`config.mk`:
```
export PLATFORM = sky130hd
export DESIGN_NAME = pwm_duty_cycle_meter
export DESIGN_NICKNAME = d
export VERILOG_FILES = /design/src/design/pdcm_pkg.sv /design/src/design/pdcm_ctrl.sv /design/src/design/pdcm_datapath.sv /design/src/design/pwm_duty_cycle_meter.sv
export SDC_FILE = /design/constraint.sdc
export NUM_CORES = 1
export LEC_CHECK = 0
export BUFFER_PORTS_ARGS = -buffer_cell sky130_fd_sc_hd__buf_4
export CAP_MARGIN = 20
export CORE_MARGIN = 2
export CORE_UTILIZATION = 48
export CTS_CLUSTER_DIAMETER = 200
export DETAILED_ROUTE_END_ITERATION = 16
export PLACE_DENSITY = 0.67
export SLEW_MARGIN = 20
export SYNTH_ARGS = -nofsm -noshare
export SYNTH_HDL_FRONTEND = slang
export SYNTH_SLANG_ARGS = --single-unit
export TNS_END_PERCENT = 1
```
`constraint.sdc`:
```
create_clock -name clk_i -period 6.89 [get_ports clk_i]
set_clock_uncertainty 0.15 [all_clocks]
set_input_delay 0.689 -clock clk_i [delete_from_list [all_inputs] [get_ports clk_i]]
set_output_delay 0.689 -clock clk_i [all_outputs]
set_load 0.01 [all_outputs]
```
`src/design/pdcm_pkg.sv`:
```
// Shared types, constants and the seven-segment decoder of the PWM duty-cycle meter.
// No dependencies; the controller, the datapath and the checker import it.
package pdcm_pkg;

  localparam int COUNT_WIDTH = 16;
  localparam int DVD_W       = COUNT_WIDTH + 7;
  localparam int REM_W       = COUNT_WIDTH + 1;
  localparam int STEP_W      = $clog2(DVD_W);

  localparam logic [6:0] DUTY_SCALE     = 7'd100;
  localparam logic [6:0] DUTY_MAX       = 7'd99;
  localparam logic [2:0] PRESCALE_RESET = 3'd5;

  localparam logic [6:0] SEG_0 = 7'b1111110;
  localparam logic [6:0] SEG_1 = 7'b0110000;
  localparam logic [6:0] SEG_2 = 7'b1101101;
  localparam logic [6:0] SEG_3 = 7'b1111001;
  localparam logic [6:0] SEG_4 = 7'b0110011;
  localparam logic [6:0] SEG_5 = 7'b1011011;
  localparam logic [6:0] SEG_6 = 7'b1011111;
  localparam logic [6:0] SEG_7 = 7'b1110000;
  localparam logic [6:0] SEG_8 = 7'b1111111;
  localparam logic [6:0] SEG_9 = 7'b1111011;

  typedef enum logic [1:0] {
    CTRL_IDLE,
    CTRL_DIVIDE,
    CTRL_WRITE
  } ctrl_state_e;

  typedef enum logic [1:0] {
    PH_WAIT_RISE,
    PH_WAIT_FALL,
    PH_WAIT_END
  } phase_e;

  typedef struct packed {
    logic accept;
    logic div_step;
    logic write;
  } cmd_t;

  typedef struct packed {
    logic busy;
    logic need_div;
    logic div_last;
  } status_t;

  function automatic logic [6:0] seg7(input logic [3:0] digit);
    logic [6:0] pat;
    unique case (digit)
      4'd0:    pat = SEG_0;
      4'd1:    pat = SEG_1;
      4'd2:    pat = SEG_2;
      4'd3:    pat = SEG_3;
      4'd4:    pat = SEG_4;
      4'd5:    pat = SEG_5;
      4'd6:    pat = SEG_6;
      4'd7:    pat = SEG_7;
      4'd8:    pat = SEG_8;
      4'd9:    pat = SEG_9;
      default: pat = 7'b0000000;
    endcase
    return pat;
  endfunction

endpackage

```
`src/design/pdcm_ctrl.sv`:
```
// Controller of the PWM duty-cycle meter: accepts items and sequences the divider.
// Depends on pdcm_pkg for the state, command and status types.
module pdcm_ctrl import pdcm_pkg::*; (
  input  logic    clk_i,
  input  logic    rst_ni,
  input  logic    in_valid_i,
  output logic    in_stall_o,
  input  status_t status_i,
  output cmd_t    cmd_o
);

  ctrl_state_e state_q, state_d;

  always_ff @(posedge clk_i or negedge rst_ni) begin
    if (!rst_ni) begin
      state_q <= CTRL_IDLE;
    end else begin
      state_q <= state_d;
    end
  end

  always_comb begin
    state_d    = state_q;
    in_stall_o = 1'b1;
    cmd_o      = '0;
    unique case (state_q)
      CTRL_IDLE: begin
        in_stall_o   = status_i.busy;
        cmd_o.accept = in_valid_i & ~status_i.busy;
        if (cmd_o.accept && status_i.need_div) begin
          state_d = CTRL_DIVIDE;
        end
      end
      CTRL_DIVIDE: begin
        cmd_o.div_step = 1'b1;
        if (status_i.div_last) begin
          state_d = CTRL_WRITE;
        end
      end
      CTRL_WRITE: begin
        cmd_o.write = 1'b1;
        state_d     = CTRL_IDLE;
      end
      default: begin
        state_d = CTRL_IDLE;
      end
    endcase
  end

endmodule

```
`src/design/pdcm_datapath.sv`:
```
// Datapath of the PWM duty-cycle meter: edge detection, prescaled period counter,
// restoring divider and the output register. Depends on pdcm_pkg.
module pdcm_datapath import pdcm_pkg::*; (
  input  logic       clk_i,
  input  logic       rst_ni,
  input  logic       cfg_we_i,
  input  logic [2:0] cfg_data_i,
  input  logic       pwm_level_i,
  input  cmd_t       cmd_i,
  output status_t    status_o,
  input  logic       out_stall_i,
  output logic       out_valid_o,
  output logic [6:0] duty_percent_o,
  output logic [6:0] seg_tens_o,
  output logic [6:0] seg_ones_o,
  output logic       measure_done_o,
  output logic       over_range_o
);

  logic [2:0]             pl_q;
  phase_e                 phase_q, phase_d;
  logic [COUNT_WIDTH-1:0] cnt_q, cnt_d, high_q, high_d, cnt_b;
  logic [6:0]             presc_q, presc_d, presc_b;
  logic                   sat_q, sat_d, sat_b;
  logic                   last_q;
  logic [6:0]             duty_q;
  logic                   rise, fall, restart;
  logic [7:0]             presc_nxt;

  logic [DVD_W-1:0]       dvd_q;
  logic [REM_W-1:0]       rem_q, rem_sh;
  logic [COUNT_WIDTH-1:0] dvsr_q;
  logic [STEP_W-1:0]      step_q;
  logic                   ge;
  logic [6:0]             duty_new;

  logic                   out_valid_q;
  logic [6:0]             out_duty_d;
  logic [14:0]            tens_prod;
  logic [3:0]             tens;
  logic [6:0]             ones_full;
  logic                   load_plain;

  assign rise = pwm_level_i & ~last_q;
  assign fall = ~pwm_level_i & last_q;

  always_comb begin
    phase_d = phase_q;
    high_d  = high_q;
    restart = 1'b0;
    unique case (phase_q)
      PH_WAIT_FALL: begin
        if (fall) begin
          high_d  = cnt_q;
          phase_d = PH_WAIT_END;
        end
      end
      PH_WAIT_END: begin
        if (rise) begin
          restart = 1'b1;
          phase_d = PH_WAIT_FALL;
        end
      end
      PH_WAIT_RISE: begin
        if (rise) begin
          restart = 1'b1;
          phase_d = PH_WAIT_FALL;
        end
      end
      default: begin
        phase_d = PH_WAIT_RISE;
      end
    endcase
  end

  // The counter counts on the same tick that restarts it; it is held before the first rise.
  always_comb begin
    cnt_b     = restart ? '0 : cnt_q;
    presc_b   = restart ? '0 : presc_q;
    sat_b     = restart ? 1'b0 : sat_q;
    cnt_d     = cnt_b;
    presc_d   = presc_b;
    sat_d     = sat_b;
    presc_nxt = {1'b0, presc_b} + 8'd1;
    if (phase_d != PH_WAIT_RISE) begin
      if (presc_nxt >= (8'd1 << pl_q)) begin
        presc_d = '0;
        if (cnt_b == '1) begin
          sat_d = 1'b1;
        end else begin
          cnt_d = cnt_b + 1'b1;
        end
      end else begin
        presc_d = presc_nxt[6:0];
      end
    end
  end

  assign status_o.need_div = (phase_q == PH_WAIT_END) & rise & ~sat_q & (cnt_q != '0);
  assign status_o.div_last = (step_q == STEP_W'(DVD_W - 1));
  assign status_o.busy     = out_valid_q & out_stall_i;

  always_ff @(posedge clk_i or negedge rst_ni) begin
    if (!rst_ni) begin
      pl_q    <= PRESCALE_RESET;
      phase_q <= PH_WAIT_RISE;
      cnt_q   <= '0;
      presc_q <= '0;
      high_q  <= '0;
      sat_q   <= 1'b0;
      last_q  <= 1'b0;
      duty_q  <= '0;
    end else begin
      if (cfg_we_i) begin
        pl_q <= cfg_data_i;
      end
      if (cmd_i.accept) begin
        phase_q <= phase_d;
        cnt_q   <= cnt_d;
        presc_q <= presc_d;
        high_q  <= high_d;
        sat_q   <= sat_d;
        last_q  <= pwm_level_i;
      end
      if (cmd_i.write) begin
        duty_q <= duty_new;
      end
    end
  end

  // Restoring division, one quotient bit per cycle; quotient bits shift into dvd_q.
  assign rem_sh = {rem_q[REM_W-2:0], dvd_q[DVD_W-1]};
  assign ge     = rem_sh >= {1'b0, dvsr_q};

  always_ff @(posedge clk_i or negedge rst_ni) begin
    if (!rst_ni) begin
      step_q <= '0;
    end else if (cmd_i.accept) begin
      step_q <= '0;
    end else if (cmd_i.div_step) begin
      step_q <= step_q + 1'b1;
    end
  end

  always_ff @(posedge clk_i) begin
    if (cmd_i.accept) begin
      dvd_q  <= DVD_W'(high_q) * DVD_W'(DUTY_SCALE);
      rem_q  <= '0;
      dvsr_q <= cnt_q;
    end else if (cmd_i.div_step) begin
      rem_q <= ge ? rem_sh - REM_W'(dvsr_q) : rem_sh;
      dvd_q <= {dvd_q[DVD_W-2:0], ge};
    end
  end

  assign duty_new = (dvd_q > DVD_W'(DUTY_MAX)) ? DUTY_MAX : dvd_q[6:0];

  // Digit split: duty * 205 >> 11 equals duty / 10 over the whole duty range.
  assign load_plain = cmd_i.accept & ~status_o.need_div;
  assign out_duty_d = cmd_i.write ? duty_new : duty_q;
  assign tens_prod  = 15'(out_duty_d) * 15'(205);
  assign tens       = tens_prod[14:11];
  assign ones_full  = out_duty_d - 7'(tens) * 7'd10;

  always_ff @(posedge clk_i or negedge rst_ni) begin
    if (!rst_ni) begin
      out_valid_q <= 1'b0;
    end else if (load_plain || cmd_i.write) begin
      out_valid_q <= 1'b1;
    end else if (!out_stall_i) begin
      out_valid_q <= 1'b0;
    end
  end

  always_ff @(posedge clk_i) begin
    if (load_plain || cmd_i.write) begin
      duty_percent_o <= out_duty_d;
      seg_tens_o     <= seg7(tens);
      seg_ones_o     <= seg7(ones_full[3:0]);
      measure_done_o <= cmd_i.write;
      // A division only starts for a period that ended unsaturated.
      over_range_o   <= cmd_i.write ? 1'b0 : sat_q;
    end
  end

  assign out_valid_o = out_valid_q;

endmodule

```
`src/design/pwm_duty_cycle_meter.sv`:
```
// A result is loaded into the output register at the edge that accepts its item; for an
// item that ends a valid period it is loaded after 23 divider steps and a write.
// Throughput: one item per cycle while results are taken; an item that ends a valid period
// holds the input through its divider steps and the write. Configuration writes are always
// taken (cfg_ready_o high).
// Reset clears the phase, counters, flags, duty and output valid; prescale_log2 goes to 5.
// Top level of the PWM duty-cycle meter; depends on pdcm_pkg, pdcm_ctrl, pdcm_datapath.
module pwm_duty_cycle_meter import pdcm_pkg::*; (
  input  logic       clk_i,
  input  logic       rst_ni,
  input  logic       cfg_valid_i,
  output logic       cfg_ready_o,
  input  logic [2:0] cfg_data_i,
  input  logic       in_valid_i,
  output logic       in_stall_o,
  input  logic       pwm_level_i,
  output logic       out_valid_o,
  input  logic       out_stall_i,
  output logic [6:0] duty_percent_o,
  output logic [6:0] seg_tens_o,
  output logic [6:0] seg_ones_o,
  output logic       measure_done_o,
  output logic       over_range_o
);

  cmd_t    cmd;
  status_t status;

  assign cfg_ready_o = 1'b1;

  pdcm_ctrl u_ctrl (
    .clk_i      (clk_i),
    .rst_ni     (rst_ni),
    .in_valid_i (in_valid_i),
    .in_stall_o (in_stall_o),
    .status_i   (status),
    .cmd_o      (cmd)
  );

  pdcm_datapath u_dp (
    .clk_i          (clk_i),
    .rst_ni         (rst_ni),
    .cfg_we_i       (cfg_valid_i & cfg_ready_o),
    .cfg_data_i     (cfg_data_i),
    .pwm_level_i    (pwm_level_i),
    .cmd_i          (cmd),
    .status_o       (status),
    .out_stall_i    (out_stall_i),
    .out_valid_o    (out_valid_o),
    .duty_percent_o (duty_percent_o),
    .seg_tens_o     (seg_tens_o),
    .seg_ones_o     (seg_ones_o),
    .measure_done_o (measure_done_o),
    .over_range_o   (over_range_o)
  );

endmodule

```
==> summary.txt, run 1 <==
Synth
  • Per-instance average area after synthesis: 10.0 sq um
  • Total nets after synthesis: ~1100
  • Cell count after synthesis: 956
  • Synth async-reset ratio: between 40% and 50%
  • Biggest area consumer among synthesized cells: edfxtp_1
  • Sequential fraction of the synthesis area: 38.6%
  • Flop and latch count out of synthesis: 139
  • Fraction of the mapped netlist area in simple logic gates: 13.5%
  • Mux cell area share after synthesis: 3.41%
  • Xor-xnor portion of the synthesized cell area: 4.72%
  • Most area-consuming cells after synthesis: edfxtp_1 (19%), ha_1 (16%), dfrtp_1 (15%)
  • Largest family of logic cells by synthesized area: adder cells
  • Most used flip-flop cell after synthesis: edfxtp_1
  • Synthesis warning total: 0
  • Adder-cell area share of the yosys netlist: 20.7%
  • Area fraction in compound gates after synthesis: 13.5%
  • Distinct cell type count after synthesis: 71
  • Area fraction of the dominant cell type after synthesis: 18.8%
  • Mapped cell area: 0.00957 sq mm
  • Number of flops mapped to enable cells by yosys: 60

Global route
  • Layer carrying the most global-route usage: met2
  • Met3 track demand over resource in global routing: 4.15%
  • Largest net degree at the start of global routing: 62
  • First-pass GRT wire length: 33900 microns
  • Total routing resource utilization after global routing: 19.5%
  • Met1 global-route usage: a little over a quarter
  • Antenna violations before repair: 0
  • Met2 GRT Util: 31.9%
  • Via count of the first global-routing pass: about 6900
  • Congestion Overflow GR: 0

Floorplanning
  • Initial core utilization: 49.0%
  • Floorplan core area: 0.0195 sq mm
  • Die Y: around 150 microns
  • Number of standard-cell rows in the floorplan: just over 50
  • Die ar.: about 0.021 sq mm
  • Horiz. Die Dim: approximately 150 microns
  • Count of pins on the block boundary: 35

Worst setup path
  • Most frequent CP cell: ha_4
  • Worst path max stage delay: between 500 and 600 ps
  • Crit-path slowest cell: or4_4
  • Crit path buffers/inverters: 3
  • Data arrival time of the critical path: 6700 ps
  • Setup crit end kind: flop
  • Launching element type of the critical path: flop
  • CP required: 6910 ps
  • CP max FO: 5
  • Top cell family by delay on the critical path: adder cells
  • Setup Crit Path Kind: flop to flop

STA
  • Slew at the pin closest to its max-slew limit: 945 ps
  • Final max-slew violation count: 0
  • Final Hold Fails: 0
  • Maximum operating frequency: 150 MHz
  • Post-route minimum period: 6690 ps
  • Share of the cycle needed by the critical path after routing: slightly below 100%
  • Setup violation total in the final timing report: 0
  • Normalized max-slew margin: a little under two fifths

Clock tree
  • Register clock-pin slew on the reported worst setup and hold paths: 60 ps
  • CTS tree: built
  • Count of hold buffers inserted by post-cts repair: 0
  • H-tree levels: 4
  • Clock root cell: clkbuf_16
  • Maximum number of buffers from clock root to sink: 2
  • TritonCTS Buffers: 17
  • Clock network latency to the later pin of the worst-skew pair: 430 ps
  • CTS Sinks: 139

Final layout
  • Flip-flop and latch area: roughly 0.0037 sq mm
  • Post-route design area: around 0.011 sq mm
  • Net count reported at finish: 1183
  • # fillers: 1667
  • Area taken by multi-input logic gates: 0.00562 sq mm
  • Signed area change from the synthesized netlist to the final layout: 17.3%
  • Antenna diode instance count: 0
  • Fraction of layout instances using a drive strength above 1: between 15 and 20%

Power
  • Areal power density over the cells: 220 mW/mm^2
  • Leakage power of the design: 5.20 nW
  • PnR Total Power: 2.47 mW
  • Worst IR drop on VDD: 0.155 mV

Placement
  • Number of buffers added on ports: 33
  • Placed wire-length estimate: 14500 microns
  • Final weighted congestion in routability-driven placement: 0.855
  • Post-placement cell area: just over 0.01 sq mm

Route
  • WL final: 20300 microns
  • Post-detailed-route wirelength per cell: 15.6 microns
  • Final ANT Viol Nets: 0
  • Via/cell ratio: between 5 and 6
  • Number of iterations in the first detailed-routing pass: 6
  • Overall via count from detail_route: 7179
  • DR DRC count: 0
  • Drt initial violations: 425

Flow run
  • Count of max-cap constraint violations: 0

Min path
  • Worst min-delay path category: input pin to asynchronous set/reset pin

Status
  • Status: completed
-- path summary, 6_finish.rpt --
check	slack, ps	startpoint	cells past startpoint	end
worst max-delay path	200	u_dp.dvd_q[12]$_DFFE_PP_	28	u_dp.seg_ones_o[3]$_DFFE_PP_
worst min-delay path	190	rst_ni	1	u_dp.pl_q[1]$_DFFE_PN0P_
worst max register to register	200	u_dp.dvd_q[12]$_DFFE_PP_	28	u_dp.seg_ones_o[3]$_DFFE_PP_
worst min register to register	310	u_dp.rem_q[15]$_SDFFE_PP0P_	2	u_dp.rem_q[15]$_SDFFE_PP0P_
max in group asynchronous	5840	rst_ni	1	u_dp.step_q[3]$_DFFE_PN0P_
min in group clk_i	310	u_dp.rem_q[15]$_SDFFE_PP0P_	2	u_dp.rem_q[15]$_SDFFE_PP0P_
-- timing repair --
| item | 4_1_cts | 5_1_grt |
|---|---|---|
| gates resized for setup | 8 | 30 |
| endpoints found under the setup margin | 7 | 7 |
| pin swaps | 10 | 29 |
| buffers inserted | 4 | 3 |
| cloned | 1 | 0 |
-- layout make-up --
class	count	share of cell area, %
flip-flops and latches	139	32.9
clock inverters	14	1.11
inverters	109	3.64
well taps	265	2.95
multi-input cells	680	50.0
repair buffers	81	5.55
clock buffers	18	3.82
-- through the flow --
stage / worst slack [ps] / util [%] / instances / hold slack [ps] / TNS [ps]
3_5_place_dp: -287 / 53.1 / 1266 / 307 / -1680
4_1_cts: 0.486 / 56.4 / 1303 / 237 / 0
6_report: 202 / 57.5 / 1306 / 190 / 0
3_3_place_gp: -101 / 53.1 / 1266 / 298 / -440
2_1_floorplan: 30.0 / - / 956 / 243 / 0
5_1_grt: -48.5 / 57.5 / 1306 / 274 / -130
-- synthesized netlist by cell type, drive strengths merged (18+ instances only) --
cell      n
xor2     27
edfxtp   60
dfxtp    18
clkbuf   24
xnor2    22
nand2    94
fa       20
dfrtp    59
nor2     37
mux2     21
ha      126
a21oi    43
nand3    27
o21ai    69
inv     109
-- worst register-to-register path: cells and delay by family (launching register included) --
| kind | cells | cell delay (ps) |
|---|---|---|
| compound gates | 8 | 1450 |
| buf+inv | 3 | 250 |
| simple gates | 6 | 1360 |
| flops | 1 | 390 |
| mux | 2 | 330 |
| xor+xnor | 3 | 700 |
| fa+ha+maj | 6 | 1810 |
-- registers in the layout, summed over array words and instances (netlist names), 5 cells and up --
| signal | count |
|---|---|
| u_dp.presc_q | 7 |
| u_dp.dvd_q | 23 |
| u_dp.dvsr_q | 16 |
| u_dp.high_q | 16 |
| u_dp.rem_q | 16 |
| u_dp.cnt_q | 16 |
| u_dp.step_q | 5 |
| u_dp.duty_q | 7 |
| u_dp.seg_ones_o | 7 |
| u_dp.duty_percent_o | 7 |
| u_dp.seg_tens_o | 7 |
-- cells in the final DEF, fill, tap and decap left out, drive strengths merged, types with 18 or more instances in the layout --
master	netlist	final
dfrtp	59	59
clkbuf	24	18
a21oi	43	43
nand3	27	27
nand2	94	94
nor2	37	37
mux2	21	21
xnor2	22	22
fa	20	20
xor2	27	27
buf	5	81
o21ai	69	69
edfxtp	60	60
inv	109	111
dfxtp	18	18
ha	126	126
-- kinds of logic (layout without fill, tap and decap cells) --
logic type	count (synthesis)	in the layout
flops	139	139
fa+ha+maj	146	146
other cells	1	1
mux	30	30
xor+xnor	50	51
simple gates	253	253
buf+inv	138	222
compound gates	199	199
-- metal layers --
metal | vias up | wire, microns
met4 | 0 | 274
met2 | 169 | 9480
met1 | 3469 | 9620
met5 | - | 0
met3 | 27 | 967
li1 | 3514 | -
-- power breakdown --
| part | leakage (nW) | switching [mW] | internal, mW | total, mW |
|---|---|---|---|---|
| Sequential | 1.50 | 0.0793 | 0.988 | 1.07 |
| Clock | 0.256 | 0.370 | 0.497 | 0.867 |
| Combinational | 3.45 | 0.327 | 0.207 | 0.534 |
| Total | 5.20 | 0.777 | 1.69 | 2.47 |
Note: power is estimated with default switching activity, not from simulation.
==> run 2, diff against run 1 <==
--- a/config.mk
+++ b/config.mk
@@ -5,7 +5,7 @@
 export SDC_FILE = /design/constraint.sdc
 export NUM_CORES = 1
 export LEC_CHECK = 0
-export BUFFER_PORTS_ARGS = -buffer_cell sky130_fd_sc_hd__buf_4
+export BUFFER_PORTS_ARGS = -buffer_cell sky130_fd_sc_hd__buf_2
 export CAP_MARGIN = 20
 export CORE_MARGIN = 2
 export CORE_UTILIZATION = 48
==> run 2 against run 1 <==
Against the previous run: die area unchanged; final cell count increased by 0.23%; wire length decreased by 0.90%; final area decreased by 0.54%; worst setup slack got worse by 120 ps; sequential power about the same; count of clock-buffer cells in the layout unchanged; flip-flop and latch count unchanged; global-route usage decreased by 0.33 points; clock power increased by 2.8%; first-iteration DRC count decreased by 11%.
==> summary.txt, run 2 (synthesis gave the netlist of run 1 again) <==
Floorplanning
  • Die Y: approximately 150 microns
  • Die ar.: approximately 0.021 sq mm
  • Count of pins on the block boundary: 35
  • Floorplan core area: 0.0195 sq mm
  • Initial core utilization: between 40% and 50%
  • Horiz. Die Dim: 145 microns
  • Number of standard-cell rows in the floorplan: 51

Worst setup path
  • Setup Crit Path Kind: flop to flop
  • CP required: 6910 ps
  • Launching element type of the critical path: flop
  • CP max FO: 5
  • Setup crit end kind: flop
  • Data arrival time of the critical path: approximately 6800 ps
  • R2R setup slack: 90 ps

Final layout
  • Flip-flop and latch area: around 0.0037 sq mm
  • Area taken by multi-input logic gates: 0.00561 sq mm
  • # fillers: roughly 1700
  • Register name with the most flops: u_dp.dvd_q
  • Commonest cells after routing, fill and taps aside: ha_1 (112), inv_1 (103), nand2_1 (94)
  • Signed area change from the synthesized netlist to the final layout: 16.7%
  • Commonest non-fill, non-tap cell in the layout: ha_1
  • Core utilization of the finished layout: approximately 57%
  • Antenna diode instance count: 0
  • Post-route design area: 0.0112 sq mm
  • Flip-flop count of the largest register after layout: 23
  • Net count reported at finish: around 1200
  • Fraction of layout instances using a drive strength above 1: between 10% and 20%

Clock tree
  • Clock network latency to the later pin of the worst-skew pair: between 400 and 500 ps
  • Register clock-pin slew on the reported worst setup and hold paths: 60 ps
  • H-tree levels: 4
  • CTS Sinks: 139
  • TritonCTS Buffers: 17
  • Maximum number of buffers from clock root to sink: 2
  • CTS tree: built
  • Clock root cell: clkbuf_16
  • Count of hold buffers inserted by post-cts repair: 0

Global route
  • First-pass GRT wire length: 33300 microns
  • Via count of the first global-routing pass: 6781
  • Antenna violations before repair: 0
  • Total routing resource utilization after global routing: 19.2%
  • Congestion Overflow GR: 0
  • Largest net degree at the start of global routing: 62

Status
  • Status: completed

STA
  • Aggregate negative setup slack: 0 ps
  • Normalized max-slew margin: 36.1%
  • Slew at the pin closest to its max-slew limit: 956 ps
  • Share of the cycle needed by the critical path after routing: 98.7%
  • Setup violation total in the final timing report: 0
  • Final max-slew violation count: 0
  • Post-route minimum period: 6800 ps
  • Maximum operating frequency: 147 MHz
  • Final Hold Fails: 0

Placement
  • Post-placement cell area: 0.0103 sq mm
  • Placed wire-length estimate: 14400 microns
  • Final weighted congestion in routability-driven placement: 0.828
  • Number of buffers added on ports: 33

Min path
  • Worst min-delay path category: input pin to asynchronous set/reset pin

Power
  • Areal power density over the cells: 222 mW/mm^2
  • PnR Total Power: 2.48 mW
  • Worst IR drop on VDD: 0.165 mV
  • Leakage power of the design: around 5.2 nW

Route
  • Post-detailed-route wirelength per cell: 15.4 microns
  • Drt initial violations: 380
  • DR DRC count: 0
  • Via/cell ratio: 5.40
  • Overall via count from detail_route: 7065
  • WL final: 20200 microns
  • Number of iterations in the first detailed-routing pass: 5
  • Final ANT Viol Nets: 0

Flow run
  • Count of max-cap constraint violations: 0
run 2: worst max-delay path, cell delays in order (launching register included):
cell and delay, ps:
edfxtp_1 390, or4_4 570, nor2_4 140, buf_4 130
and3_4 210, a22o_2 170, ha_1 260, ha_1 200
or2_2 330, fa_1 610, ha_4 230, ha_4 240
a211oi_2 250, or2b_4 320, o21ai_4 220, nor2_8 60
a21oi_4 160, xnor2_2 150, xnor2_1 100, ha_2 190
buf_4 130, a31o_2 220, a2111oi_4 390, xnor3_2 390
mux2i_1 240, o21ai_1 110
run 2: power by group:
part / internal (mW) / switching, mW / leakage [nW]
Clock: 0.511 / 0.379 / 0.264
Combinational: 0.205 / 0.320 / 3.39
Sequential: 0.987 / 0.0761 / 1.50
run 2: routing by layer:
metal	track usage, %	part of all wire, %	vias up	wire length, microns
met3	3.55	3.8	30	766
met2	31.0	47	147	9420
met4	4.95	1.3	0	257
met5	0	0	-	0
li1	-	-	3518	-
met1	26.7	48	3370	9710
run 2: worst paths after layout:
kind / from / endpoint / cells after the start
max in group asynchronous: rst_ni / u_ctrl.state_q[0]$_DFFE_PN0P_ / 2
min: rst_ni / u_dp.presc_q[0]$_DFFE_PN0P_ / 2
min in group clk_i: u_dp.rem_q[15]$_SDFFE_PP0P_ / u_dp.rem_q[15]$_SDFFE_PP0P_ / 2
min reg2reg: u_dp.rem_q[15]$_SDFFE_PP0P_ / u_dp.rem_q[15]$_SDFFE_PP0P_ / 2
max reg2reg: u_dp.dvd_q[9]$_DFFE_PP_ / u_dp.seg_ones_o[6]$_DFFE_PP_ / 25
max: u_dp.dvd_q[9]$_DFFE_PP_ / u_dp.seg_ones_o[6]$_DFFE_PP_ / 25
run 2: area by class of cell:
type	count	area share [%]
multi-input combinational	680	50.2
timing repair buffer	84	4.98
clock inverter	14	1.19
clock buffer	18	3.93
inverter	109	3.66
tap	265	2.97
sequential	139	33.1
run 2: timing repair:
action,CTS,global route
setup endpoints to repair,7,7
cloned,1,0
setup buffers,2,7
pin swaps,3,29
gates resized for setup,4,36
run 2: stage by stage:
stage	worst slack (ps)	instances	hold WS, ps
final	86.3	1309	287
after global routing	-86.0	1309	329
after CTS	10.4	1302	303
after detailed placement	-237	1267	313
after global placement	-109	1267	293
after floorplan	30.0	956	243
==> run 3, diff against run 2 <==
--- a/config.mk
+++ b/config.mk
@@ -9,6 +9,7 @@
 export CAP_MARGIN = 20
 export CORE_MARGIN = 2
 export CORE_UTILIZATION = 48
+export CTS_BUF_LIST = sky130_fd_sc_hd__clkbuf_16
 export CTS_CLUSTER_DIAMETER = 200
 export DETAILED_ROUTE_END_ITERATION = 16
 export PLACE_DENSITY = 0.67
==> run 3 against run 2 <==
Against the previous run: wire length barely moved; worst hold slack lost 2.2 ps; final cell count unchanged; non-clock buffer count stayed put; sequential share of layout area about the same; utilization fell by 0.058 points; largest cell class unchanged; via count barely moved; final area fell by 0.10%.
==> summary.txt, run 3 (synthesis gave the netlist of run 1 again) <==
Clock tree
  • Maximum number of buffers from clock root to sink: 2
  • CTS Sinks: between 100 and 150
  • CTS tree: built
  • Clock network latency to the later pin of the worst-skew pair: 430 ps
  • TritonCTS Buffers: 17
  • Clock root cell: clkbuf_16
  • Register clock-pin slew on the reported worst setup and hold paths: 60 ps
  • Count of hold buffers inserted by post-cts repair: 0
  • H-tree levels: 4

Final layout
  • Core utilization of the finished layout: around 57%
  • Fraction of layout instances using a drive strength above 1: 18.9%
  • Count of placed standard cells in the final layout, fillers left out: 1309
  • Antenna diode instance count: 0
  • # fillers: 1685
  • Net count reported at finish: 1186
  • Post-route design area: 0.0112 sq mm
  • Commonest cells after routing, fill and taps aside: ha_1 (112), inv_1 (103), nand2_1 (94)
  • Signed area change from the synthesized netlist to the final layout: 16.5%
  • Commonest non-fill, non-tap cell in the layout: ha_1
  • Flip-flop count of the largest register after layout: 23
  • Register name with the most flops: u_dp.dvd_q

STA
  • Setup violation total in the final timing report: 0
  • Share of the cycle needed by the critical path after routing: 98.6%
  • Slew at the pin closest to its max-slew limit: 973 ps
  • Normalized max-slew margin: 34.9%
  • Final Hold Fails: 0
  • Post-route minimum period: between 6000 and 7000 ps
  • Worst hold margin: 285 ps
  • Maximum operating frequency: 147 MHz
  • Final max-slew violation count: 0

Flow run
  • Count of max-cap constraint violations: 0

Worst setup path
  • Data arrival time of the critical path: 6810 ps
  • R2R setup slack: 100 ps
  • CP max FO: 5
  • CP required: 6900 ps
  • Number of cell instances on the worst register-to-register path: 25
  • Setup crit end kind: flop
  • Launching point of the worst reg2reg path: u_dp.dvd_q[9]$_DFFE_PP_
  • Launching element type of the critical path: flop
  • Destination of the worst register-to-register timing path: u_dp.seg_ones_o[6]$_DFFE_PP_
  • Setup Crit Path Kind: flop to flop

Global route
  • First-pass GRT wire length: roughly 33000 microns
  • Largest net degree at the start of global routing: 62
  • Via count of the first global-routing pass: 6782
  • Total routing resource utilization after global routing: between 10% and 20%
  • Congestion Overflow GR: 0
  • Antenna violations before repair: 0

Route
  • DR DRC count: 0
  • Overall via count from detail_route: 7071
  • Number of iterations in the first detailed-routing pass: 5
  • WL final: 20200 microns
  • Via/cell ratio: between 5 and 6
  • Final ANT Viol Nets: 0
  • Drt initial violations: 390
  • Post-detailed-route wirelength per cell: 15.4 microns

Floorplanning
  • Floorplan core area: 0.0195 sq mm
  • Horiz. Die Dim: approximately 150 microns
  • Die ar.: 0.0211 sq mm
  • Die Y: 145 microns
  • Count of pins on the block boundary: 35
  • Initial core utilization: 49.0%
  • Number of standard-cell rows in the floorplan: 51

Power
  • PnR Total Power: 2.47 mW
  • Areal power density over the cells: about 220 mW/mm^2
  • Worst IR drop on VDD: 0.164 mV
  • Leakage power of the design: 5.15 nW

Placement
  • Number of placed instances with taps included: 1267
  • Number of buffers added on ports: 33
  • Final weighted congestion in routability-driven placement: 0.828
  • Post-placement cell area: just over 0.01 sq mm
  • Placed wire-length estimate: roughly 14000 microns

Status
  • Status: completed

Min path
  • Worst min-delay path category: input pin to asynchronous set/reset pin
[run 3: cell types whose count changed in the layout (fill, tap and decap cells not counted)]
cell      delta
clkbuf_8     -1
clkinv_1     +1
xnor3_1      +1
xnor3_2      -1
[run 3: metal layers]
| metal | share of wire [%] | track usage, % | vias up |
|---|---|---|---|
| li1 | - | - | 3526 |
| met1 | 47 | 26.6 | 3344 |
| met2 | 47 | 31.0 | 178 |
| met3 | 4.7 | 3.55 | 23 |
| met4 | 1.2 | 4.95 | 0 |
| met5 | 0 | 0 | - |
[run 3: how the worst max path moves through the flow]
| stage | start | end | depth (start not counted) |
|---|---|---|---|
| after global placement | u_dp.dvd_q[15]$_DFFE_PP_ | u_dp.seg_ones_o[3]$_DFFE_PP_ | 26 |
| after CTS | u_dp.dvd_q[15]$_DFFE_PP_ | u_dp.seg_ones_o[6]$_DFFE_PP_ | 28 |
| after detailed placement | u_dp.dvd_q[15]$_DFFE_PP_ | u_dp.seg_ones_o[6]$_DFFE_PP_ | 28 |
| final | u_dp.dvd_q[9]$_DFFE_PP_ | u_dp.seg_ones_o[6]$_DFFE_PP_ | 25 |
| after floorplan | u_dp.dvd_q[15]$_DFFE_PP_ | u_dp.seg_ones_o[3]$_DFFE_PP_ | 26 |
| after global routing | u_dp.dvd_q[9]$_DFFE_PP_ | u_dp.seg_ones_o[6]$_DFFE_PP_ | 25 |
[run 3: final cells by class]
cell class / instances / area (sq um) / area share [%]
repair buffers: 84 / 556 / 4.98
clock inverters: 15 / 136 / 1.22
clock buffers: 17 / 425 / 3.81
flip-flops and latches: 139 / 3690 / 33.1
well taps: 265 / 332 / 2.97
multi-input cells: 680 / 5610 / 50.3
inverters: 109 / 409 / 3.67
[run 3: timing repair]
item                       4_1_cts  5_1_grt
pin swaps                        3       29
setup buffers                    2        7
gates resized for setup          4       35
cloned                           1        0
setup endpoints to repair        7        7
[run 3: critical path, cell delays in order (launching register included)]
cell and delay [ps]:
edfxtp_1 390, or4_4 570, nor2_4 140, buf_4 130, and3_4 210, a22o_2 170, ha_1 260, ha_1 200
or2_2 330, fa_1 600, ha_4 230, ha_4 240, a211oi_2 250, or2b_4 320, o21ai_4 220, nor2_8 60
a21oi_4 160, xnor2_2 150, xnor2_1 100, ha_2 190, buf_4 130, a31o_2 220, a2111oi_4 390, xnor3_2 380
mux2i_1 230, o21ai_1 110
[run 3: power breakdown]
group	total (mW)	internal, mW	switching [mW]
logic	0.525	0.205	0.320
clock network	0.880	0.500	0.380
registers	1.06	0.988	0.0756
total	2.47	1.69	0.776
[run 3: stage by stage]
step / setup WS, ps / setup TNS [ps]
6_report: 95.4 / 0
5_1_grt: -85.9 / -402
4_1_cts: 10.4 / 0
3_5_place_dp: -237 / -1310
3_3_place_gp: -109 / -485
2_1_floorplan: 30.0 / 0
